$ cat config.mk
export PLATFORM = sky130hd
export DESIGN_NAME = pid_step_antiwindup_flat
export DESIGN_NICKNAME = d
export VERILOG_FILES = /design/src/rtl/pid_sa_pkg.sv /design/src/rtl/pid_sa_in_if.sv /design/src/rtl/pid_sa_out_if.sv /design/src/rtl/pid_sa_cfg_if.sv /design/src/rtl/pid_sa_cfg_regs.sv /design/src/rtl/pid_sa_datapath.sv /design/src/rtl/pid_step_antiwindup.sv /design/src/flat_wrapper.sv
export SDC_FILE = /design/constraint.sdc
export NUM_CORES = 2
export LEC_CHECK = 0
export BUFFER_PORTS_ARGS = -buffer_cell sky130_fd_sc_hd__buf_2
export CAP_MARGIN = 25
export CORE_ASPECT_RATIO = 0.5
export CORE_MARGIN = 4
export CORE_UTILIZATION = 60
export CTS_CLUSTER_SIZE = 10
export DETAILED_ROUTE_END_ITERATION = 12
export PLACE_DENSITY = 0.84
export SYNTH_ARGS = -nofsm -noshare
export SYNTH_HDL_FRONTEND = slang
export SYNTH_SLANG_ARGS = --single-unit
$ cat constraint.sdc
create_clock -name clk -period 22.1 [get_ports clk]
set_input_delay 2.21 -clock clk [delete_from_list [all_inputs] [get_ports clk]]
set_output_delay 2.21 -clock clk [all_outputs]
set_load 0.005 [all_outputs]
$ cat src/rtl/pid_sa_pkg.sv
// ----------------------------------------------------------------------------
// pid_sa_pkg
// Shared types and constants for the PID controller with anti-windup.
// ----------------------------------------------------------------------------
package pid_sa_pkg;

  localparam int KP_W     = 15;
  localparam int KI_W     = 11;
  localparam int KD_W     = 11;
  localparam int LIMIT_W  = 16;
  localparam int CFG_IDX_W  = 3;
  localparam int CFG_DATA_W = 16;
  localparam int CLAMP_W  = 2;

  // Register indexes on the configuration channel
  localparam logic [CFG_IDX_W-1:0] REG_KP      = 3'd0;
  localparam logic [CFG_IDX_W-1:0] REG_KI      = 3'd1;
  localparam logic [CFG_IDX_W-1:0] REG_KD      = 3'd2;
  localparam logic [CFG_IDX_W-1:0] REG_OUT_MIN = 3'd3;
  localparam logic [CFG_IDX_W-1:0] REG_OUT_MAX = 3'd4;

  // Reset values
  localparam logic [KP_W-1:0]    KP_RST      = 15'd12800;
  localparam logic [KI_W-1:0]    KI_RST      = 11'd77;
  localparam logic [KD_W-1:0]    KD_RST      = 11'd384;
  localparam logic [LIMIT_W-1:0] OUT_MIN_RST = 16'h8000;
  localparam logic [LIMIT_W-1:0] OUT_MAX_RST = 16'h7FFF;

  // Clamp report codes
  localparam logic [CLAMP_W-1:0] CLAMP_NONE = 2'd0;
  localparam logic [CLAMP_W-1:0] CLAMP_LOW  = 2'd1;
  localparam logic [CLAMP_W-1:0] CLAMP_HIGH = 2'd2;

  typedef struct packed {
    logic [KP_W-1:0]    kp;
    logic [KI_W-1:0]    ki;
    logic [KD_W-1:0]    kd;
    logic [LIMIT_W-1:0] out_min;
    logic [LIMIT_W-1:0] out_max;
  } cfg_t;

endpackage

$ cat src/rtl/pid_sa_in_if.sv
// ----------------------------------------------------------------------------
// pid_sa_in_if
// Sample channel: setpoint, measured position and velocity, integral clear.
// ----------------------------------------------------------------------------
interface pid_sa_in_if #(
  parameter int DATA_WIDTH = 16
);
  logic                         valid;
  logic                         ready;
  logic signed [DATA_WIDTH-1:0] setpoint;
  logic signed [DATA_WIDTH-1:0] measured_position;
  logic signed [DATA_WIDTH-1:0] measured_velocity;
  logic                         clear_integral;

  modport source (
    output valid, setpoint, measured_position, measured_velocity, clear_integral,
    input  ready
  );
  modport sink (
    input  valid, setpoint, measured_position, measured_velocity, clear_integral,
    output ready
  );
endinterface

$ cat src/rtl/pid_sa_out_if.sv
// ----------------------------------------------------------------------------
// pid_sa_out_if
// Result channel: clamped drive value and clamp report.
// ----------------------------------------------------------------------------
interface pid_sa_out_if #(
  parameter int DATA_WIDTH = 16
);
  logic                         valid;
  logic                         ready;
  logic signed [DATA_WIDTH-1:0] drive;
  logic [1:0]                   clamped;

  modport source (
    output valid, drive, clamped,
    input  ready
  );
  modport sink (
    input  valid, drive, clamped,
    output ready
  );
endinterface

$ cat src/rtl/pid_sa_cfg_if.sv
// ----------------------------------------------------------------------------
// pid_sa_cfg_if
// Configuration write channel: register index and write data.
// ----------------------------------------------------------------------------
interface pid_sa_cfg_if;
  logic        valid;
  logic        ready;
  logic [2:0]  index;
  logic [15:0] data;

  modport source (
    output valid, index, data,
    input  ready
  );
  modport sink (
    input  valid, index, data,
    output ready
  );
endinterface

$ cat src/rtl/pid_sa_cfg_regs.sv
// ----------------------------------------------------------------------------
// pid_sa_cfg_regs
// Gain and output limit registers, written through the configuration channel.
// ----------------------------------------------------------------------------
module pid_sa_cfg_regs (
  input  logic             clk,
  input  logic             rst_n,
  pid_sa_cfg_if.sink       cfg_if,
  output pid_sa_pkg::cfg_t cfg
);
  import pid_sa_pkg::*;

  cfg_t cfg_r;
  cfg_t cfg_nxt;

  assign cfg_if.ready = 1'b1;
  assign cfg         = cfg_r;

  always_comb begin
    cfg_nxt = cfg_r;
    if (cfg_if.valid) begin
      case (cfg_if.index)
        REG_KP:      cfg_nxt.kp      = cfg_if.data[KP_W-1:0];
        REG_KI:      cfg_nxt.ki      = cfg_if.data[KI_W-1:0];
        REG_KD:      cfg_nxt.kd      = cfg_if.data[KD_W-1:0];
        REG_OUT_MIN: cfg_nxt.out_min = cfg_if.data[LIMIT_W-1:0];
        REG_OUT_MAX: cfg_nxt.out_max = cfg_if.data[LIMIT_W-1:0];
        default:     cfg_nxt         = cfg_r; // drop writes beyond the list
      endcase
    end
  end

  always_ff @(posedge clk) begin
    if (!rst_n) begin
      cfg_r.kp      <= KP_RST;
      cfg_r.ki      <= KI_RST;
      cfg_r.kd      <= KD_RST;
      cfg_r.out_min <= OUT_MIN_RST;
      cfg_r.out_max <= OUT_MAX_RST;
    end else begin
      cfg_r <= cfg_nxt;
    end
  end

endmodule

$ cat src/rtl/pid_sa_datapath.sv
// ----------------------------------------------------------------------------
// pid_sa_datapath
// One PID step: three gain products, integral update and clamp, output clamp
// and back-calculation anti-windup.
// ----------------------------------------------------------------------------
module pid_sa_datapath #(
  parameter int DATA_WIDTH     = 16,
  parameter int GAIN_FRAC_BITS = 8
) (
  input  pid_sa_pkg::cfg_t              cfg,
  input  logic signed [DATA_WIDTH-1:0]  setpoint,
  input  logic signed [DATA_WIDTH-1:0]  measured_position,
  input  logic signed [DATA_WIDTH-1:0]  measured_velocity,
  input  logic                          clear_integral,
  input  logic signed [DATA_WIDTH-4:0]  integral,
  output logic signed [DATA_WIDTH-4:0]  integral_nxt,
  output logic signed [DATA_WIDTH-1:0]  drive,
  output logic [pid_sa_pkg::CLAMP_W-1:0] clamped
);
  import pid_sa_pkg::*;

  localparam int IW   = DATA_WIDTH - 3;
  localparam int EW   = DATA_WIDTH + 1;
  localparam int PW_P = EW + KP_W + 1;
  localparam int PW_I = EW + KI_W + 1;
  localparam int PW_D = DATA_WIDTH + KD_W + 1;
  localparam int RW   = DATA_WIDTH + 19;
  localparam int HALF = 1 << (DATA_WIDTH - 5);
  localparam logic signed [RW-1:0] HALF_POS = RW'(HALF);
  localparam logic signed [RW-1:0] HALF_NEG = -HALF_POS;

  logic signed [EW-1:0]   err;
  logic signed [PW_P-1:0] prod_p;
  logic signed [PW_I-1:0] prod_i;
  logic signed [PW_D-1:0] prod_d;
  logic signed [RW-1:0]   integ_base;
  logic signed [RW-1:0]   integ_sum;
  logic signed [RW-1:0]   integ_clip;
  logic signed [RW-1:0]   raw;
  logic signed [RW-1:0]   lo;
  logic signed [RW-1:0]   hi;
  logic signed [RW-1:0]   integ_fin;
  logic signed [RW-1:0]   drive_w;

  assign err    = EW'(setpoint) - EW'(measured_position);
  assign prod_p = err * $signed({1'b0, cfg.kp});
  assign prod_i = err * $signed({1'b0, cfg.ki});
  assign prod_d = measured_velocity * $signed({1'b0, cfg.kd});

  assign lo = RW'($signed(cfg.out_min));
  assign hi = RW'($signed(cfg.out_max));

  always_comb begin
    integ_base = clear_integral ? '0 : RW'(integral);
    integ_sum  = integ_base + RW'(prod_i >>> GAIN_FRAC_BITS);
    if (integ_sum > HALF_POS) begin
      integ_clip = HALF_POS;
    end else if (integ_sum < HALF_NEG) begin
      integ_clip = HALF_NEG;
    end else begin
      integ_clip = integ_sum;
    end

    raw = RW'(prod_p >>> GAIN_FRAC_BITS) + integ_clip - RW'(prod_d >>> GAIN_FRAC_BITS);

    drive_w   = raw;
    clamped   = CLAMP_NONE;
    integ_fin = integ_clip;
    // Low test first, so with crossed limits a value below out_min resolves to out_min
    if (raw < lo) begin
      drive_w = lo;
      clamped = CLAMP_LOW;
      if (integ_clip < 0) begin
        integ_fin = integ_clip + (lo - raw);
        if (integ_fin > 0) begin
          integ_fin = '0;
        end
      end
    end else if (raw > hi) begin
      drive_w = hi;
      clamped = CLAMP_HIGH;
      if (integ_clip > 0) begin
        integ_fin = integ_clip - (raw - hi);
        if (integ_fin < 0) begin
          integ_fin = '0;
        end
      end
    end
  end

  assign integral_nxt = integ_fin[IW-1:0];
  assign drive        = drive_w[DATA_WIDTH-1:0];

endmodule

$ cat src/rtl/pid_step_antiwindup.sv
// ----------------------------------------------------------------------------
// pid_step_antiwindup
// PID position controller with clamped integral and anti-windup.
// ----------------------------------------------------------------------------
// Each sample transfer yields one result: drive, the clamped sum of the
// proportional term, the updated integral and the negated velocity term, with
// a clamp report. The block takes one sample per cycle while the output is not
// stalled: a sample lands in the input register, and the single-pass datapath
// (three gain multiplies in parallel, the integral update and the clamps)
// fills the result register and the integral register when the sample advances.
// The integral loop closes inside that one pass. A result waiting on a stalled
// output holds the sample in the input register, so the input takes at most
// one more sample and then stalls until the result drains. Configuration
// writes take effect at once and are to be made while no sample is in flight.
// ----------------------------------------------------------------------------
module pid_step_antiwindup #(
  parameter int DATA_WIDTH     = 16,
  parameter int GAIN_FRAC_BITS = 8
) (
  input  logic        clk,
  input  logic        rst_n,
  pid_sa_in_if.sink   in_if,
  pid_sa_out_if.source out_if,
  pid_sa_cfg_if.sink  cfg_if
);
  import pid_sa_pkg::*;

  localparam int IW   = DATA_WIDTH - 3;
  localparam int HALF = 1 << (DATA_WIDTH - 5);
  localparam logic signed [IW-1:0] HALF_POS = IW'(HALF);
  localparam logic signed [IW-1:0] HALF_NEG = -HALF_POS;

  cfg_t cfg;

  logic                         s1_valid_r, s1_valid_nxt;
  logic signed [DATA_WIDTH-1:0] sp_r, pos_r, vel_r;
  logic                         clr_r;
  logic                         out_valid_r, out_valid_nxt;
  logic signed [DATA_WIDTH-1:0] drive_r;
  logic [CLAMP_W-1:0]           clamped_r;
  logic signed [IW-1:0]         integral_r, integral_nxt;
  logic signed [DATA_WIDTH-1:0] drive_c;
  logic [CLAMP_W-1:0]           clamped_c;
  logic                         advance;
  logic                         in_xfer;

  pid_sa_cfg_regs u_cfg (
    .clk    (clk),
    .rst_n  (rst_n),
    .cfg_if (cfg_if),
    .cfg    (cfg)
  );

  pid_sa_datapath #(
    .DATA_WIDTH     (DATA_WIDTH),
    .GAIN_FRAC_BITS (GAIN_FRAC_BITS)
  ) u_dp (
    .cfg               (cfg),
    .setpoint          (sp_r),
    .measured_position (pos_r),
    .measured_velocity (vel_r),
    .clear_integral    (clr_r),
    .integral          (integral_r),
    .integral_nxt      (integral_nxt),
    .drive             (drive_c),
    .clamped           (clamped_c)
  );

  // Advance the sample whenever the result register is free or draining
  assign advance     = s1_valid_r && (!out_valid_r || out_if.ready);
  assign in_if.ready = !s1_valid_r || advance;
  assign in_xfer     = in_if.valid && in_if.ready;

  assign out_if.valid   = out_valid_r;
  assign out_if.drive   = drive_r;
  assign out_if.clamped = clamped_r;

  always_comb begin
    s1_valid_nxt = s1_valid_r;
    if (in_xfer) begin
      s1_valid_nxt = 1'b1;
    end else if (advance) begin
      s1_valid_nxt = 1'b0;
    end

    out_valid_nxt = out_valid_r;
    if (advance) begin
      out_valid_nxt = 1'b1;
    end else if (out_if.ready) begin
      out_valid_nxt = 1'b0;
    end
  end

  always_ff @(posedge clk) begin
    if (!rst_n) begin
      s1_valid_r  <= 1'b0;
      out_valid_r <= 1'b0;
      integral_r  <= '0;
    end else begin
      s1_valid_r  <= s1_valid_nxt;
      out_valid_r <= out_valid_nxt;
      if (advance) begin
        integral_r <= integral_nxt;
      end
    end
  end

  always_ff @(posedge clk) begin
    if (in_xfer) begin
      sp_r  <= in_if.setpoint;
      pos_r <= in_if.measured_position;
      vel_r <= in_if.measured_velocity;
      clr_r <= in_if.clear_integral;
    end
    if (advance) begin
      drive_r   <= drive_c;
      clamped_r <= clamped_c;
    end
  end

  a_integral_bound: assert property (@(posedge clk) disable iff (!rst_n)
    (integral_r <= HALF_POS) && (integral_r >= HALF_NEG))
    else $error("integral outside its clamp range");

  a_integral_hold: assert property (@(posedge clk) disable iff (!rst_n)
    !advance |=> $stable(integral_r))
    else $error("integral changed without a sample advancing");

  a_stage_hold: assert property (@(posedge clk) disable iff (!rst_n)
    (s1_valid_r && !advance) |=> s1_valid_r)
    else $error("stalled sample lost from input register");

  a_result_after_advance: assert property (@(posedge clk) disable iff (!rst_n)
    advance |=> out_valid_r)
    else $error("advanced sample produced no result");

  a_clamp_code: assert property (@(posedge clk) disable iff (!rst_n)
    out_valid_r |-> (clamped_r == CLAMP_NONE || clamped_r == CLAMP_LOW ||
                     clamped_r == CLAMP_HIGH))
    else $error("undefined clamp code on result");

endmodule
$ cat src/flat_wrapper.sv
// flat-port wrapper written by rule: the top's interface ports become plain ports
module pid_step_antiwindup_flat import pid_sa_pkg::*;
#(
  parameter int DATA_WIDTH     = 16,
  parameter int GAIN_FRAC_BITS = 8
)
  (clk, rst_n, in_if_valid, in_if_setpoint, in_if_measured_position, in_if_measured_velocity, in_if_clear_integral, in_if_ready, out_if_valid, out_if_drive, out_if_clamped, out_if_ready, cfg_if_valid, cfg_if_index, cfg_if_data, cfg_if_ready);
  pid_sa_in_if #(.DATA_WIDTH(DATA_WIDTH)) in_if_i ();
  pid_sa_out_if #(.DATA_WIDTH(DATA_WIDTH)) out_if_i ();
  pid_sa_cfg_if cfg_if_i ();
  input  logic clk;
  input  logic rst_n;
  input wire logic [$bits(in_if_i.valid)-1:0] in_if_valid;
  input wire logic [$bits(in_if_i.setpoint)-1:0] in_if_setpoint;
  input wire logic [$bits(in_if_i.measured_position)-1:0] in_if_measured_position;
  input wire logic [$bits(in_if_i.measured_velocity)-1:0] in_if_measured_velocity;
  input wire logic [$bits(in_if_i.clear_integral)-1:0] in_if_clear_integral;
  output wire logic [$bits(in_if_i.ready)-1:0] in_if_ready;
  output wire logic [$bits(out_if_i.valid)-1:0] out_if_valid;
  output wire logic [$bits(out_if_i.drive)-1:0] out_if_drive;
  output wire logic [$bits(out_if_i.clamped)-1:0] out_if_clamped;
  input wire logic [$bits(out_if_i.ready)-1:0] out_if_ready;
  input wire logic [$bits(cfg_if_i.valid)-1:0] cfg_if_valid;
  input wire logic [$bits(cfg_if_i.index)-1:0] cfg_if_index;
  input wire logic [$bits(cfg_if_i.data)-1:0] cfg_if_data;
  output wire logic [$bits(cfg_if_i.ready)-1:0] cfg_if_ready;
  assign in_if_i.valid = in_if_valid;
  assign in_if_i.setpoint = in_if_setpoint;
  assign in_if_i.measured_position = in_if_measured_position;
  assign in_if_i.measured_velocity = in_if_measured_velocity;
  assign in_if_i.clear_integral = in_if_clear_integral;
  assign in_if_ready = in_if_i.ready;
  assign out_if_valid = out_if_i.valid;
  assign out_if_drive = out_if_i.drive;
  assign out_if_clamped = out_if_i.clamped;
  assign out_if_i.ready = out_if_ready;
  assign cfg_if_i.valid = cfg_if_valid;
  assign cfg_if_i.index = cfg_if_index;
  assign cfg_if_i.data = cfg_if_data;
  assign cfg_if_ready = cfg_if_i.ready;
  pid_step_antiwindup #(.DATA_WIDTH(DATA_WIDTH), .GAIN_FRAC_BITS(GAIN_FRAC_BITS)) u_core (.clk(clk), .rst_n(rst_n), .in_if(in_if_i), .out_if(out_if_i), .cfg_if(cfg_if_i));
endmodule
* Yosys cells after proc, flatten, opt, wreduce, memory -nomap -nowiden
Index checks and enable logic that the tools add are counted.
** Storage, ports and cells
- Logic and storage cells :: 67
- Input port bits :: 73
- Bits in registers :: 151
** Cells by class
- Magnitude comparators :: 8
- Reduce and logical (&&, ||, !) cells :: 14
- $add $sub $neg :: 8
- Equality and inequality tests :: 4
- Multiplexer cells :: 16
- Multipliers :: 3
** Operator list (number)
- 35-bit two-way mux :: 3
- 13-bit two-way mux :: 6
- 35-bit by 1-bit > comparator with 1-bit output, second input constant :: 2
- 35-bit by 1-bit < comparator with 1-bit output, second input constant :: 2
- 25-bit by 35-bit adder with 35-bit output :: 1
- 35-bit by 21-bit adder with 35-bit output :: 1
- 35-bit adder :: 1
- 35-bit by 13-bit > comparator with 1-bit output, second input constant :: 1
- 35-bit by 16-bit > comparator with 1-bit output :: 1
- 35-bit by 12-bit < comparator with 1-bit output, second input constant :: 1
- 35-bit by 16-bit < comparator with 1-bit output :: 1
- 16-bit by 35-bit subtractor with 35-bit output :: 1
- 35-bit by 16-bit subtractor with 35-bit output :: 1
- 35-bit by 20-bit subtractor with 35-bit output :: 1
- 35-bit subtractor :: 1
- 17-bit by 16-bit multiplier with 33-bit output :: 1
- 16-bit two-way mux :: 2
- 17-bit by 12-bit multiplier with 29-bit output :: 1
- 16-bit by 12-bit multiplier with 28-bit output :: 1
- 16-bit by 16-bit subtractor with 17-bit output :: 1
- 2-bit AND reduction :: 5
- 3-bit by 2-bit equality test with 1-bit output, second input constant :: 2
- 1-bit two-way mux :: 4
- 2-bit nonzero test :: 2
- 7 further kinds :: 10

* Longest topological paths before layout
- Depth in word-level cells :: 15
- Depth in mapped cells :: 78

* By module
From an unflattened synthesis, not the netlist that was laid out.
** Second synthesis, totals
- Cell total of the unflattened synthesis :: 4551
- Area total of the unflattened synthesis :: 39893.3 sq um
** Modules (own cells, without submodules)
- pid_sa_datapath :: cells each 4150, seq. area each 0.0 sq um, area each 34500.6 sq um, instances 1
- pid_sa_cfg_regs :: cells each 268, seq. area each 1381.3 sq um, area each 2755.1 sq um, instances 1
- pid_step_antiwindup :: cells each 133, seq. area each 2312.2 sq um, area each 2637.5 sq um, instances 1

* Worst setup path after synthesis
Ideal clock, no wire load.
- Path type :: register -> register
- Start :: register u_core.pos_r[0]
- End :: register u_core.integral_r[0]
- Path slack :: 5.115 ns
- Stages on the path, launching flop included :: 72
- Arrival :: 16.898 ns
- Period minus slack after synthesis :: 16.985 ns
- Cell sequence :: edfxtp_1 > ha_1 > fa_1 > nor2b_1 > o21ai_0 > a21boi_0 > o21ai_0 > a21boi_0 > o21ai_0 > a21boi_0 > o21ai_0 > a211oi_1 > o21a_1 > clkbuf_1 > o311ai_0 > fa_1 > inv_1 > fa_1 > [... 36 more ...] > a221oi_1 > a21oi_1 > a221oi_1 > and2_1 > xor2_1 > fa_1 > ha_1 > clkbuf_1 > o21ai_0 > a2111o_1 > nor4_1 > o2111ai_1 > nor4_1 > nand4_1 > or4_1 > nor4_4 > o211ai_1 > a221oi_2
** Between the ends
- Word-level cells in the longest chain between the ends :: 15
** RTL lines
- start, declared :: RTL line pid_step_antiwindup.sv:36 : logic signed [DATA_WIDTH-1:0] sp_r, pos_r, vel_r;
- start signal, assigned :: RTL line pid_step_antiwindup.sv:111 : pos_r <= in_if.measured_position;
- 16-bit by 16-bit subtractor with 17-bit output (*) :: RTL line pid_sa_datapath.sv:45 : assign err = EW'(setpoint) - EW'(measured_position);
- 17-bit by 12-bit multiplier with 29-bit output :: RTL line pid_sa_datapath.sv:47 : assign prod_i = err * $signed({1'b0, cfg.ki});
- 35-bit by 21-bit adder with 35-bit output :: RTL line pid_sa_datapath.sv:55 : integ_sum = integ_base + RW'(prod_i >>> GAIN_FRAC_BITS);
- 35-bit by 12-bit < comparator with 1-bit output :: RTL line pid_sa_datapath.sv:58 : end else if (integ_sum < HALF_NEG) begin
- 35-bit two-way mux :: RTL line pid_sa_datapath.sv:58
- 35-bit two-way mux :: RTL line pid_sa_datapath.sv:56 : if (integ_sum > HALF_POS) begin
- 25-bit by 35-bit adder with 35-bit output :: RTL line pid_sa_datapath.sv:64 : raw = RW'(prod_p >>> GAIN_FRAC_BITS) + integ_clip - RW'(prod_d >>> GAIN_FRAC_BITS);
- 35-bit by 20-bit subtractor with 35-bit output :: RTL line pid_sa_datapath.sv:64
- 35-bit by 16-bit subtractor with 35-bit output :: RTL line pid_sa_datapath.sv:83 : integ_fin = integ_clip - (raw - hi);
- 35-bit subtractor :: RTL line pid_sa_datapath.sv:83
- 35-bit by 1-bit < comparator with 1-bit output :: RTL line pid_sa_datapath.sv:84 : if (integ_fin < 0) begin
- 13-bit two-way mux :: RTL line pid_sa_datapath.sv:84
- 13-bit two-way mux :: RTL line pid_sa_datapath.sv:82 : if (integ_clip > 0) begin
- 13-bit two-way mux :: RTL line pid_sa_datapath.sv:79 : end else if (raw > hi) begin
- 13-bit two-way mux (*) :: RTL line pid_sa_datapath.sv:70 : if (raw < lo) begin
- end signal, assigned :: RTL line pid_step_antiwindup.sv:103 : integral_r <= integral_nxt;
- end, declared :: RTL line pid_step_antiwindup.sv:41 : logic signed [IW-1:0] integral_r, integral_nxt;
Mark *: on every way between the ends. The rest lies on a longest branch, timed or not.
A chain may end at the register's enable or synchronous reset.

* Worst setup path after layout
Ends and elaborated chain as after synthesis.

==> qor.txt <==
Most used routing layer -> met2
Rows -> 67
GR Util met2 -> 0.528
Final min period -> 20.18 ns
Crit path largest cell delay -> 0.72 ns
Final core occ -> 0.636
EDFF count, synth -> 67
Die extent in y -> 193 um
Worst-Skew Late Latency -> 0.47 ns
Slew Viols, Final -> 0
WS Path Type -> flip-flop to flip-flop
Distinct cells, synth -> 91
Port bufs -> 92
Reg-to-Reg Start -> u_core.pos_r[0]
Vias -> 34000
Slowest CP cell -> ha_1
Worst Setup SP -> u_core.pos_r[0]
# setup viols final -> 0
Startpoint types -> flip-flop
Worst Clk Skew -> 0.0135 ns
Starting Density -> 0.608
Hold Buf Count CTS -> 0
Clock transition at path regs -> 0.07 ns
Fin Hold WS -> 0.482 ns
Die ar. -> 72600 um2
Vias in the first global route -> 35100
Post-synthesis async set-or-reset flop share -> 0
Tcrit/Tclk final -> 0.913
Clock Path Buffers -> 2
Worst Tran Pin Value -> 1.22 ns
First-pass GRT wire length -> 184000 um
CTS resizes -> 0
DP Cell Count -> 5605
Root Buffer Master -> clkbuf_16
Via density -> 6.03
Register bit total from synthesis -> 151
Antenna-violating nets left -> 0
Final std cells w/o fill -> 5642
Critical Path Most Common Cell -> fa_1
Nets -> 5908
Max cap viols -> 0
Peak fanout along the critical path -> 31
CP Capture Type -> flip-flop
Synthesized area -> 40900 um2
Die width -> 377 um
TritonCTS clock tree -> built
Hold crit path type -> flip-flop to flip-flop
Grt ovf -> 0
H-tree depth -> 4
Largest net degree at the start of global routing -> 89
Seq/Total Area, Yosys -> 0.0904
Critical path arrival -> 20.57 ns
Drt pass-1 iters -> 7
Fmax achieved -> 49.6 MHz
CTS Buf Count -> 17
Fill count -> 5469
Synth area leaders -> fa_1 34%, ha_1 13%, inv_1 8.5%
Setup TNS -> 0 ns
Dominant cell type by area after synthesis -> fa_1
Status -> completed
Postcts setup bufs -> 0
RSZ-0062 raised after global routing -> false
Clk sinks -> 151
Io pins -> 94
Mapped Nets -> 5967
Max-slew headroom -> 0.184
Met1 Usage GRT -> 0.418
Top cell type's share of synthesized area -> 0.337
Area delta synth->final -> 4.54%
Hold Path Origin -> u_core.u_cfg.cfg[61]
WL per Instance -> 20.0 um
DRC Markers -> 0
Hpwl dp -> 91300 um
Met3 Use GR -> 0.0740
Cells after Synth -> 4790
Synth Warn # -> 0
Initial DRC Count -> 3530
Critical Path RT -> 22.49 ns
Ratio of cells with drive above 1 in the final layout -> 0.0504
GRT Total Usage -> 0.321
Synth Area per Inst -> 8.53 um2
Initial antenna violation count -> 2
Hold Fails Final Rpt -> 0
Ys flop type -> dfxtp_1
Core box area -> 67200 um2
Gpl congestion -> 1.01
Post-Route WL -> 113000 um
-- per-layer routing --
layer	share of wire	wire length, um
met2	0.46	51700
met3	0.10	11600
met4	0.044	4960
met5	0.000098	11
met1	0.39	44500
-- logic make-up after synthesis --
group | count (synthesis) | share of synthesized area
mux | 17 | 0.00416
fa+ha+maj | 1104 | 0.464
buf+inv | 1153 | 0.106
flops | 151 | 0.0904
compound gates | 752 | 0.126
xor+xnor | 165 | 0.0354
other cells | 1 | 0.0000917
simple gates | 1447 | 0.174
-- layout by cell type, fill, tap and decap left out, types with 32 or more instances in the layout --
cell and count:
o211ai_1 47, and2_1 229, nor3_1 46, a211oi_1 48, ha_1 413, o21ai_0 126, nor2b_1 107, inv_1 931
buf_4 47, xor2_1 56, o21a_1 32, xnor2_1 102, buf_2 92, a21oi_1 174, nor2_1 152, edfxtp_1 67
fa_1 688, nand2_1 597, a21boi_0 56, dfxtp_1 84, a21o_1 68, nand2b_1 44, nand3_1 111
-- registers in the layout (all words and copies together) (netlist names) --
name	cells
u_core.clr_r	1
u_core.integral_r	13
u_core.out_if.clamped	2
u_core.out_if.drive	16
u_core.out_if.valid	1
u_core.pos_r	16
u_core.s1_valid_r	1
u_core.sp_r	16
u_core.u_cfg.cfg	69
u_core.vel_r	16
-- per-stage QoR --
| stage | worst slack [ns] | cell area [um2] |
|---|---|---|
| final | 1.92 | 42700 |
| after global routing | 0.481 | 42700 |
| after CTS | 2.33 | 42600 |
| after detailed placement | 2.45 | 42100 |
| after global placement | 2.85 | 42000 |
| after floorplan | 5.12 | 40900 |
-- critical path, delay by kind of cell (launching register included) --
| family | cells | cell delay (ns) |
|---|---|---|
| AOI/OAI and AO/OA | 29 | 7.61 |
| xor gates and xnor gates | 2 | 0.46 |
| adders and majority gates | 14 | 6.26 |
| buffers and inverters | 8 | 0.99 |
| DFF | 1 | 0.37 |
| and+or+nand+nor | 16 | 4.39 |
-- synthesized netlist by cell type (all sizes together), types with 6 or more instances --
library cell / n
inv: 931
fa: 688
nand2: 597
ha: 416
and2: 231
clkbuf: 205
a21oi: 174
nor2: 155
o21ai: 132
nand3: 111
nor2b: 107
xnor2: 106
dfxtp: 84
a21o: 68
edfxtp: 67
xor2: 59
a21boi: 58
a211oi: 48
nor3: 48
o211ai: 48
nand2b: 44
o21a: 32
or2: 32
nor4: 26
nand4: 21
o311ai: 21
o21bai: 20
and3: 18
buf: 17
mux2i: 17
or3: 17
o211a: 15
a221oi: 14
o31ai: 14
a311o: 13
a31oi: 12
a2111oi: 11
o311a: 11
and4: 8
o31a: 8
a41oi: 6
o2111ai: 6
-- final timing paths --
| check | to | cells past startpoint | slack, ns |
|---|---|---|---|
| hold reg to reg | u_core.u_cfg.cfg[61] | 2 | 0.48 |
| setup / recovery | u_core.integral_r[0] | 69 | 1.92 |
| setup reg to reg | u_core.integral_r[0] | 69 | 1.92 |
| hold / removal | u_core.u_cfg.cfg[61] | 2 | 0.48 |
-- area by class of cell --
cell class	count	area [um2]	area share
flip-flops and latches	151	3690	0.0864
well taps	897	1120	0.0263
repair buffers	144	915	0.0214
multi-input cells	3486	32900	0.771
clock inverters	15	149	0.00348
diodes	1	2.50	0.0000586
inverters	931	3490	0.0818
clock buffers	17	425	0.00996
Power is not shown: default switching activity piles up to over one toggle a cycle in this logic, so the estimate is an artifact.
